[src/hw/rtl/whs_ram.sv]
// Generic synchronous RAM: one write port, two registered read ports.
// No dependencies.
`default_nettype none

module whs_ram #(
  parameter int WIDTH = 8,
  parameter int DEPTH = 16
) (
  input  wire logic                     clk_i,
  input  wire logic                     we_i,
  input  wire logic [$clog2(DEPTH)-1:0] waddr_i,
  input  wire logic [WIDTH-1:0]         wdata_i,
  input  wire logic [$clog2(DEPTH)-1:0] raddr_a_i,
  input  wire logic [$clog2(DEPTH)-1:0] raddr_b_i,
  output logic      [WIDTH-1:0]         rdata_a_o,
  output logic      [WIDTH-1:0]         rdata_b_o
);

  logic [WIDTH-1:0] mem [DEPTH];

  always_ff @(posedge clk_i) begin
    if (we_i) begin
      mem[waddr_i] <= wdata_i;
    end
    rdata_a_o <= mem[raddr_a_i];
    rdata_b_o <= mem[raddr_b_i];
  end

endmodule

`default_nettype wire

[config.mk]
export PLATFORM = sky130hd
export DESIGN_NAME = whs_ram
export DESIGN_NICKNAME = d
export VERILOG_FILES = /design/src/hw/rtl/whs_ram.sv
export SDC_FILE = /design/constraint.sdc
export NUM_CORES = 1
export LEC_CHECK = 0
export ABC_AREA = 1
export BUFFER_PORTS_ARGS = -buffer_cell sky130_fd_sc_hd__buf_2
export CAP_MARGIN = 10
export CORE_ASPECT_RATIO = 1.1
export CORE_MARGIN = 2
export CORE_UTILIZATION = 55
export CTS_CLUSTER_DIAMETER = 150
export DETAILED_ROUTE_END_ITERATION = 12
export PLACE_DENSITY = 0.76
export SYNTH_ARGS = -nofsm -noshare
export SYNTH_HDL_FRONTEND = slang
export SYNTH_SLANG_ARGS = --single-unit
[constraint.sdc]
create_clock -name clk_i -period 0.91 [get_ports clk_i]
set_input_delay 0.0455 -clock clk_i [delete_from_list [all_inputs] [get_ports clk_i]]
set_output_delay 0.0455 -clock clk_i [all_outputs]
set_load 0.05 [all_outputs]
==> metrics.txt <==
synthesis-stage register bit count 144; status complete, but fails checks; first-pass GRT wire length 31700 um; register area share after synthesis 57.4%; failing checks negative setup slack; Post CTS Setup Buffer Count 0; Tcrit/Tclk final 110%; Worst EP arrival 1.31 ns; Longest Clk Path Bufs 2; core area 0.0130 mm^2; die height 124 um; vias in the first global route 6045; Starting Density 55.6%; M2 GR Usage 44.7%; top post-synthesis cells by area edfxtp_1 53%, nand3_1 16%, nand2_1 14%, inv_1 6.9%, dfxtp_1 4.4%; Wirelength per Cell 19.0 um; Hold Path Class input pin to flip-flop; antenna violations before repair 0; die width 114 um; Max Slew Vio Count 0; CP Class flip-flop to flip-flop; Std-Cell Rows 44; GRT overflow 0; net switching power figure 4.11 mW; met3 usage 7.45%; max_slew headroom 68.3%; Sw Ratio 25.2%; io pins 38; CTS Buf Count 17; root buf cell clkbuf_16; Pint 12.2 mW; vias post-DR 6327; leading area contributor after synthesis edfxtp_1; Final Worst Setup Slack -0.0893 ns; post-synth cell types 13; Worst EP required 1.22 ns; GRT Total Usage 29.7%; routed vias/inst 5.83; Initial DRT Pass Iterations 7; syn_nets 873; RSZ-0062 raised after global routing true; Hold Violations, Final 0; clk sinks 144; clock share of power 40.2%; CTS tree yes; HP Start wdata_i[3]; Port Buffers 37; Max Cap Viol 0; yosys synthesis warning count 0; layout cells sized above 1 32.1%; sequential power share 46.2%; clk_lat worst skew 0.43 ns; CP Launch Point mem[0][6]; Clock transition at path regs 0.06 ns; DRC violations left 0; crit path time final 0.999 ns; combinational fraction of design power 13.6%; Most Crowded Layer GR met2; Cell Area, Synth 0.00726 mm^2; Leakage 4.02 nW; CP Launch Type flip-flop; TNS Setup -1.49 ns; Pwr Total 16.3 mW; Critical Path Sink Type flip-flop; worst vdd ir 1.72 mV; HPWL after DPL 13100 um; Mean Syn Cell Area 8.53 um^2; # H-tree levels 4; met1 usage 38.7%; top-area cell type share of the netlist area 52.9%; ANT nets after route 0; final net count 934; slew of the pin with the lowest slew margin 0.475 ns; pre-CTS setup slack -0.172 ns; Final Cell Area 0.00904 mm^2; utilization after layout 69.3%; final wirelength 20700 um; Layout fillers 956; Die ar. 0.0141 mm^2; Initial DRC Count 1017; pin count of the biggest net entering global routing 45; placed inst area 0.00790 mm^2; Max Freq 1000 MHz; power density cells 1800 mW/mm^2; routability congestion estimate 0.916; clock tree skew after final layout 0.00572 ns; area delta synth->final 24.5%; worst-path maximum fanout 2; Cells after Synth 851; final setup vio count 32; Reg2Reg Launch Point mem[0][6]; ANT cells 0
cells in the final DEF (no fill, tap or decap), types with 4 or more instances in the layout:
master	synthesis	layout
clkbuf_16	0	17
nand3_1	225	153
inv_2	4	72
nand3_2	0	71
buf_4	4	39
nor2_1	17	11
nand2_1	277	262
buf_2	26	21
inv_1	134	66
dfxtp_2	0	12
edfxtp_1	128	128
dfxtp_4	0	4
buf_8	0	13
clkbuf_8	0	4
nor2_2	0	6
buf_12	0	14
clkbuf_1	3	4
nand2_2	0	15
power by group through the flow:
stage | combinational [mW] | sequential [mW] | clock, mW
2_1_floorplan | 0.936 | 7.87 | 0
3_3_place_gp | 1.83 | 7.61 | 0
3_5_place_dp | 1.85 | 7.61 | 0
4_1_cts | 2.05 | 7.52 | 6.57
5_1_grt | 2.36 | 7.55 | 6.85
6_report | 2.22 | 7.54 | 6.56
sequential cells by signal, summed over array words and instances (netlist names):
| name | count |
|---|---|
| rdata_a_o | 8 |
| rdata_b_o | 8 |
| mem | 128 |
layout make-up:
cell class / instances / area (um^2) / area share, %
clock buffer: 25 / 495 / 5.48
clock inverter: 7 / 60.1 / 0.664
inverter: 138 / 518 / 5.73
multi-input combinational: 521 / 2670 / 29.5
sequential: 144 / 4190 / 46.4
tap: 161 / 201 / 2.23
timing repair buffer: 90 / 907 / 10.0
path summary, 6_finish.rpt:
kind	to	slack (ns)	cells after the start
max	rdata_a_o[6]	-0.09	6
min	mem[7][3]	0.03	1
max reg2reg	rdata_a_o[6]	-0.09	6
min reg2reg	rdata_b_o[1]	0.69	6
cell families (layout without fill, tap and decap cells):
kind of cell	Yosys count	after routing	synth area share (%)
buffers and inverters	186	260	11.7
flip-flops	144	144	57.4
AND/OR/NAND/NOR	521	521	30.9
critical path, stage by stage (launching register included):
cell      delay [ns]
edfxtp_1        0.39
inv_2           0.08
nand2_1         0.06
nand3_1         0.10
nand3_2         0.07
nand3_2         0.12
nand2_1         0.06
metal layers:
| layer | vias up | wire length (um) | part of all wire (%) |
|---|---|---|---|
| met5 | - | 0 | 0 |
| met4 | 0 | 1040 | 5.0 |
| met3 | 89 | 2110 | 10 |
| met2 | 389 | 9550 | 46 |
| met1 | 2978 | 7970 | 39 |
| li1 | 2871 | - | - |
synth_stat cells, drive strengths merged:
cell type / instances
clkbuf: 3
nor2: 17
nand2: 277
nand3b: 2
nand3: 225
dfxtp: 16
buf: 45
inv: 138
edfxtp: 128
what timing repair did:
| item | CTS | global route |
|---|---|---|
| pin swaps | 61 | 62 |
| setup endpoints to repair | 32 | 32 |
| resized for setup | 107 | 114 |
| hold buffers | 0 | 0 |
metrics by stage:
step | std cells | hold WS (ns)
finish | 1086 | 0.0254
global route | 1086 | 0.0203
CTS | 1086 | 0.00588
detailed placement | 1054 | 0.457
global placement | 1054 | 0.462
floorplan | 851 | 0.144
Note: power is estimated with default switching activity, not from simulation.
