$ cat src/hw/rtl/whs_pkg.sv
// Shared types and constants for the wave height stencil step core.
// Line-memory entry layout, result record and configuration register indexes.
// No dependencies.
`default_nettype none

package whs_pkg;

  localparam int HGT_W      = 24;
  localparam int DEP_W      = 16;
  localparam int CFG_DATA_W = 32;
  localparam int CFG_IDX_W  = 3;

  localparam logic [CFG_IDX_W-1:0] CFG_GRID_WIDTH  = 3'd0;
  localparam logic [CFG_IDX_W-1:0] CFG_GRID_HEIGHT = 3'd1;
  localparam logic [CFG_IDX_W-1:0] CFG_WAVE_COEF   = 3'd2;
  localparam logic [CFG_IDX_W-1:0] CFG_SOURCE_COL  = 3'd3;
  localparam logic [CFG_IDX_W-1:0] CFG_SOURCE_ROW  = 3'd4;

  localparam logic [10:0] GRID_WIDTH_RST  = 11'd1024;
  localparam logic [15:0] GRID_HEIGHT_RST = 16'd1024;

  // One column of the line buffers: rows above and two above.
  typedef struct packed {
    logic        [DEP_W-1:0] dep_two;
    logic        [DEP_W-1:0] dep_up;
    logic signed [HGT_W-1:0] bef_up;
    logic signed [HGT_W-1:0] now_two;
    logic signed [HGT_W-1:0] now_up;
  } line_t;

  localparam int LINE_W = $bits(line_t);

  typedef struct packed {
    logic signed [HGT_W-1:0] height_next;
    logic                    last_of_run;
    logic                    frame_end;
  } result_t;

endpackage

`default_nettype wire

$ cat src/hw/rtl/whs_outq.sv
// Two-entry result queue in front of the output stream.
// Takes one or two results per push; depends on whs_pkg.
`default_nettype none

module whs_outq (
  input  wire logic              clk_i,
  input  wire logic              rst_ni,
  input  wire logic [1:0]        push_n_i,
  input  wire whs_pkg::result_t  push_a_i,
  input  wire whs_pkg::result_t  push_b_i,
  output logic      [1:0]        free_o,
  output logic                   valid_o,
  input  wire logic              ready_i,
  output whs_pkg::result_t       data_o
);

  whs_pkg::result_t ent0_q, ent0_d, ent1_q, ent1_d;
  logic [1:0]       cnt_q, cnt_d;
  logic             pop;

  assign valid_o = (cnt_q != 2'd0);
  assign pop     = valid_o && ready_i;
  assign free_o  = 2'd2 - cnt_q;
  assign data_o  = ent0_q;

  // a two-result push only comes when the queue is empty
  always_comb begin
    ent0_d = ent0_q;
    ent1_d = ent1_q;
    cnt_d  = cnt_q;
    if (pop) begin
      ent0_d = ent1_q;
      cnt_d  = cnt_q - 2'd1;
    end
    if (push_n_i != 2'd0) begin
      if (cnt_d == 2'd0) begin
        ent0_d = push_a_i;
      end else begin
        ent1_d = push_a_i;
      end
      cnt_d = cnt_d + 2'd1;
    end
    if (push_n_i == 2'd2) begin
      ent1_d = push_b_i;
      cnt_d  = cnt_d + 2'd1;
    end
  end

  always_ff @(posedge clk_i or negedge rst_ni) begin
    if (!rst_ni) begin
      cnt_q <= 2'd0;
    end else begin
      cnt_q <= cnt_d;
    end
  end

  always_ff @(posedge clk_i) begin
    ent0_q <= ent0_d;
    ent1_q <= ent1_d;
  end

endmodule

`default_nettype wire

$ cat config.mk
export PLATFORM = sky130hd
export DESIGN_NAME = whs_outq
export DESIGN_NICKNAME = d
export VERILOG_FILES = /design/src/hw/rtl/whs_pkg.sv /design/src/hw/rtl/whs_outq.sv
export SDC_FILE = /design/constraint.sdc
export NUM_CORES = 1
export LEC_CHECK = 0
export BUFFER_PORTS_ARGS = -buffer_cell sky130_fd_sc_hd__buf_2
export CORE_ASPECT_RATIO = 0.6
export CORE_MARGIN = 5
export CORE_UTILIZATION = 45
export CTS_BUF_LIST = sky130_fd_sc_hd__clkbuf_4 sky130_fd_sc_hd__clkbuf_8
export DETAILED_ROUTE_END_ITERATION = 12
export GPL_TIMING_DRIVEN = 0
export PLACE_DENSITY = 0.74
export SKIP_LAST_GASP = 1
export SLEW_MARGIN = 10
export SYNTH_ARGS = -nofsm -noshare
export SYNTH_HDL_FRONTEND = slang
export SYNTH_SLANG_ARGS = --single-unit
$ cat constraint.sdc
create_clock -name clk_i -period 4.7 [get_ports clk_i]
set_input_delay 0.705 -clock clk_i [delete_from_list [all_inputs] [get_ports clk_i]]
set_output_delay 0.705 -clock clk_i [all_outputs]
set_load 0.005 [all_outputs]
==> flow_metrics.py <==
metrics = {
    "run": {
        "cap_violations": 0,
    },
    "setup_path": {
        "path_delay_family": "buffers and inverters",
        "worst-path-buf-inv": 5,
        "crit_type": "reg2reg",
        "cpPeakStageDelay_ns": 0.47,
        "rr_startpoint": "cnt_q[0]$_DFF_PN0_",
        "cp_max_fo": 10,
        "required_ns": 4.86,
        "slowest_stage": "clkbuf_1",
        "reg2reg_depth": 11,
        "r2r_end": "data_o[5]$_DFF_P_",
        "r2r_slack_ns": 1.96,
        "start_kind": "flip-flop",
        "worstPathCellList": "inv_2 -> ha_1 -> nand2b_1 -> buf_6 -> buf_4 -> buf_6 -> o21ai_0 -> ha_1 -> o21ai_1 -> clkbuf_1 -> a21oi_1",
        "arrival_ns": 2.90,
        "end_kind": "flip-flop",
    },
    "timing": {
        "timing.final.hold_violations": 0,
        "fin_crit_ns": 2.74,
        "slew_headroom": 0.654,
        "rsz0062_at_grt": "no",
        "fin_setup_tns_ns": 0,
        "max_freq_mhz": 365,
        "worstMarginPinSlew_ns": 0.518,
        "slew_violations": 0,
        "finalCritPeriodShare": 0.583,
        "final-setup-viol-count": 0,
        "fin_worst_skew_ns": 0.00753,
        "hold-worst-slack_ns": 0.177,
    },
    "layout": {
        "antennaDiodeCount": 0,
        "syn2layout_area_growth_pct": 27.0,
        "fin_cells": 350,
        "final_common_cell": "buf_2",
        "layout_common_cells": "92 x buf_2, 28 x nor2_1",
        "drive_gt1_frac": 0.479,
        "nets": 342,
    },
    "placement": {
        "gp_congestion": 0.743,
        "placed_cells": 342,
        "port_buffers": 84,
        "dp_hpwl_mm": 4.05,
    },
    "clocking": {
        "htreeDepth": 2,
        "numCtsBuffers": 5,
        "cts_tree": "built",
        "cts_root_buf": "clkbuf_8",
        "clkLatencyLatePin_ns": 0.30,
        "cts_buffer_depth": 2,
        "cts_sinks": 54,
        "cts_hold_buffers": 0,
        "path_clk_slew_ns": 0.09,
        "post_cts_buffers": 0,
        "post_cts_resized": 0,
    },
    "synth": {
        "netlist_instances": 191,
        "ys_seq_area_frac": 0.571,
        "postSynthAreaPerCell_um2": 12.4,
        "synth_top_area_cell": "edfxtp_1",
        "synth_nets": 250,
        "synthDistinctLibCells": 24,
        "synth_seq_cells": 54,
        "synth_area_um2": 2370,
        "yosysTopAreaCellShare": 0.330,
        "yosysWarnings": 0,
        "synth_area_leaders": "edfxtp_1 33%, dfxtp_1 22%, mux2_2 12%",
    },
    "global_routing": {
        "grt_max_degree": 18,
        "antenna_found_initial": 0,
        "grt_pass1_vias": 1796,
        "grt_pass1_wl_mm": 8.69,
        "grt_usage": 0.159,
        "grt-ovfl-total": 0,
    },
    "route": {
        "firstDrtPassIters": 4,
        "vias_per_cell": 4.85,
        "drt-initial-drc-count": 53,
        "ant_nets": 0,
        "via_count": 1699,
        "wl_mm": 5.39,
        "post-route-drc-count": 0,
        "wl_per_cell_um": 15.4,
    },
    "floorplan": {
        "core_area_um2": 5080,
        "die_y_um": 66.2,
        "ios": 86,
        "chipWidth_um": 104,
        "initial_core_util": 0.466,
        "rows": 20,
        "die-area_um2": 6860,
    },
    "hold_path": {
        "hp-class": "in2async",
    },
    "run_status": {
        "outcome": "finished, final reports clean",
    },
    "pwr": {
        "power_leakage_nw": 1.40,
        "p_per_area_nw_per_um2": 613,
        "ir_worst_vdd_uv": 236,
    },
}
stage by stage:
| step | power, W | area (um^2) | setup WS [ns] | util |
|---|---|---|---|---|
| 2_1_floorplan | 0.00127 | 2370 | 1.45 | - |
| 3_3_place_gp | 0.00153 | 2870 | 0.458 | 0.565 |
| 3_5_place_dp | 0.00159 | 2910 | 1.88 | 0.573 |
| 4_1_cts | 0.00186 | 3010 | 1.98 | 0.592 |
| 5_1_grt | 0.00198 | 3010 | 1.77 | 0.592 |
| 6_report | 0.00184 | 3010 | 1.96 | 0.592 |
where the power goes:
part	internal [W]	switching, W	leakage, nW
sequential	0.000700	0.0000748	0.504
clock	0.000132	0.000139	0.0523
combinational	0.000383	0.000413	0.842
final cells by class:
cell class              instances  area (um^2)
repair buffers                 85          448
plain buffers                  14         85.1
well taps                      66         82.6
inverters                       4         15.0
flip-flops and latches         54         1350
multi-input cells             119          927
fillers                       447         2070
clock buffers                   8         97.6
synthesized netlist by cell type (all sizes together):
cell type,count
nand2,1
a221o,1
clkbuf,2
nor2,28
ha,2
dfrtp,2
mux2i,26
a21oi,27
edfxtp,26
dfxtp,26
buf,12
xnor2,2
inv,4
o21ai,2
nand2b,1
mux2,27
nor2b,1
o211a,1
worst register-to-register path: cells and delay by family, from the launching register on:
family | cells | cell delay (ns)
flip-flops | 1 | 0.39
adder cells (fa/ha/maj) | 2 | 0.41
buffers and inverters | 5 | 1.12
AND/OR/NAND/NOR | 1 | 0.13
AO/OA/AOI/OAI | 3 | 0.55
state kept, by name, summed over array words and instances, names as in the netlist:
signal,flops
data_o,26
ent1_q,26
cnt_q,2
layer usage:
| metal | up-vias | routed length, um | track usage |
|---|---|---|---|
| met5 | - | 0 | 0 |
| met4 | 0 | 8 | 0.0295 |
| met3 | 2 | 455 | 0.0585 |
| met2 | 65 | 2280 | 0.247 |
| met1 | 767 | 2650 | 0.215 |
| li1 | 865 | - | - |
kinds of logic after synthesis:
logic type / Yosys count / share of synthesized area
AOI/OAI and AO/OA: 31 / 0.0698
xor gates and xnor gates: 2 / 0.0153
adders and majority gates: 2 / 0.0106
buffers and inverters: 18 / 0.0423
DFF: 54 / 0.571
muxes: 53 / 0.240
and+or+nand+nor: 31 / 0.0513
worst max-delay path by stage:
stage                             startpoint                   end  cells past startpoint
after floorplan                      ready_i   ent1_q[0]$_DFFE_PP_                      7
after global placement               ready_i  ent1_q[12]$_DFFE_PP_                      8
after detailed placement             ready_i    data_o[20]$_DFF_P_                     10
after CTS                 cnt_q[0]$_DFF_PN0_    data_o[18]$_DFF_P_                     11
after global routing      cnt_q[0]$_DFF_PN0_     data_o[5]$_DFF_P_                     11
final                     cnt_q[0]$_DFF_PN0_     data_o[5]$_DFF_P_                     11
No activity file was read; power rests on OpenSTA's default activity.
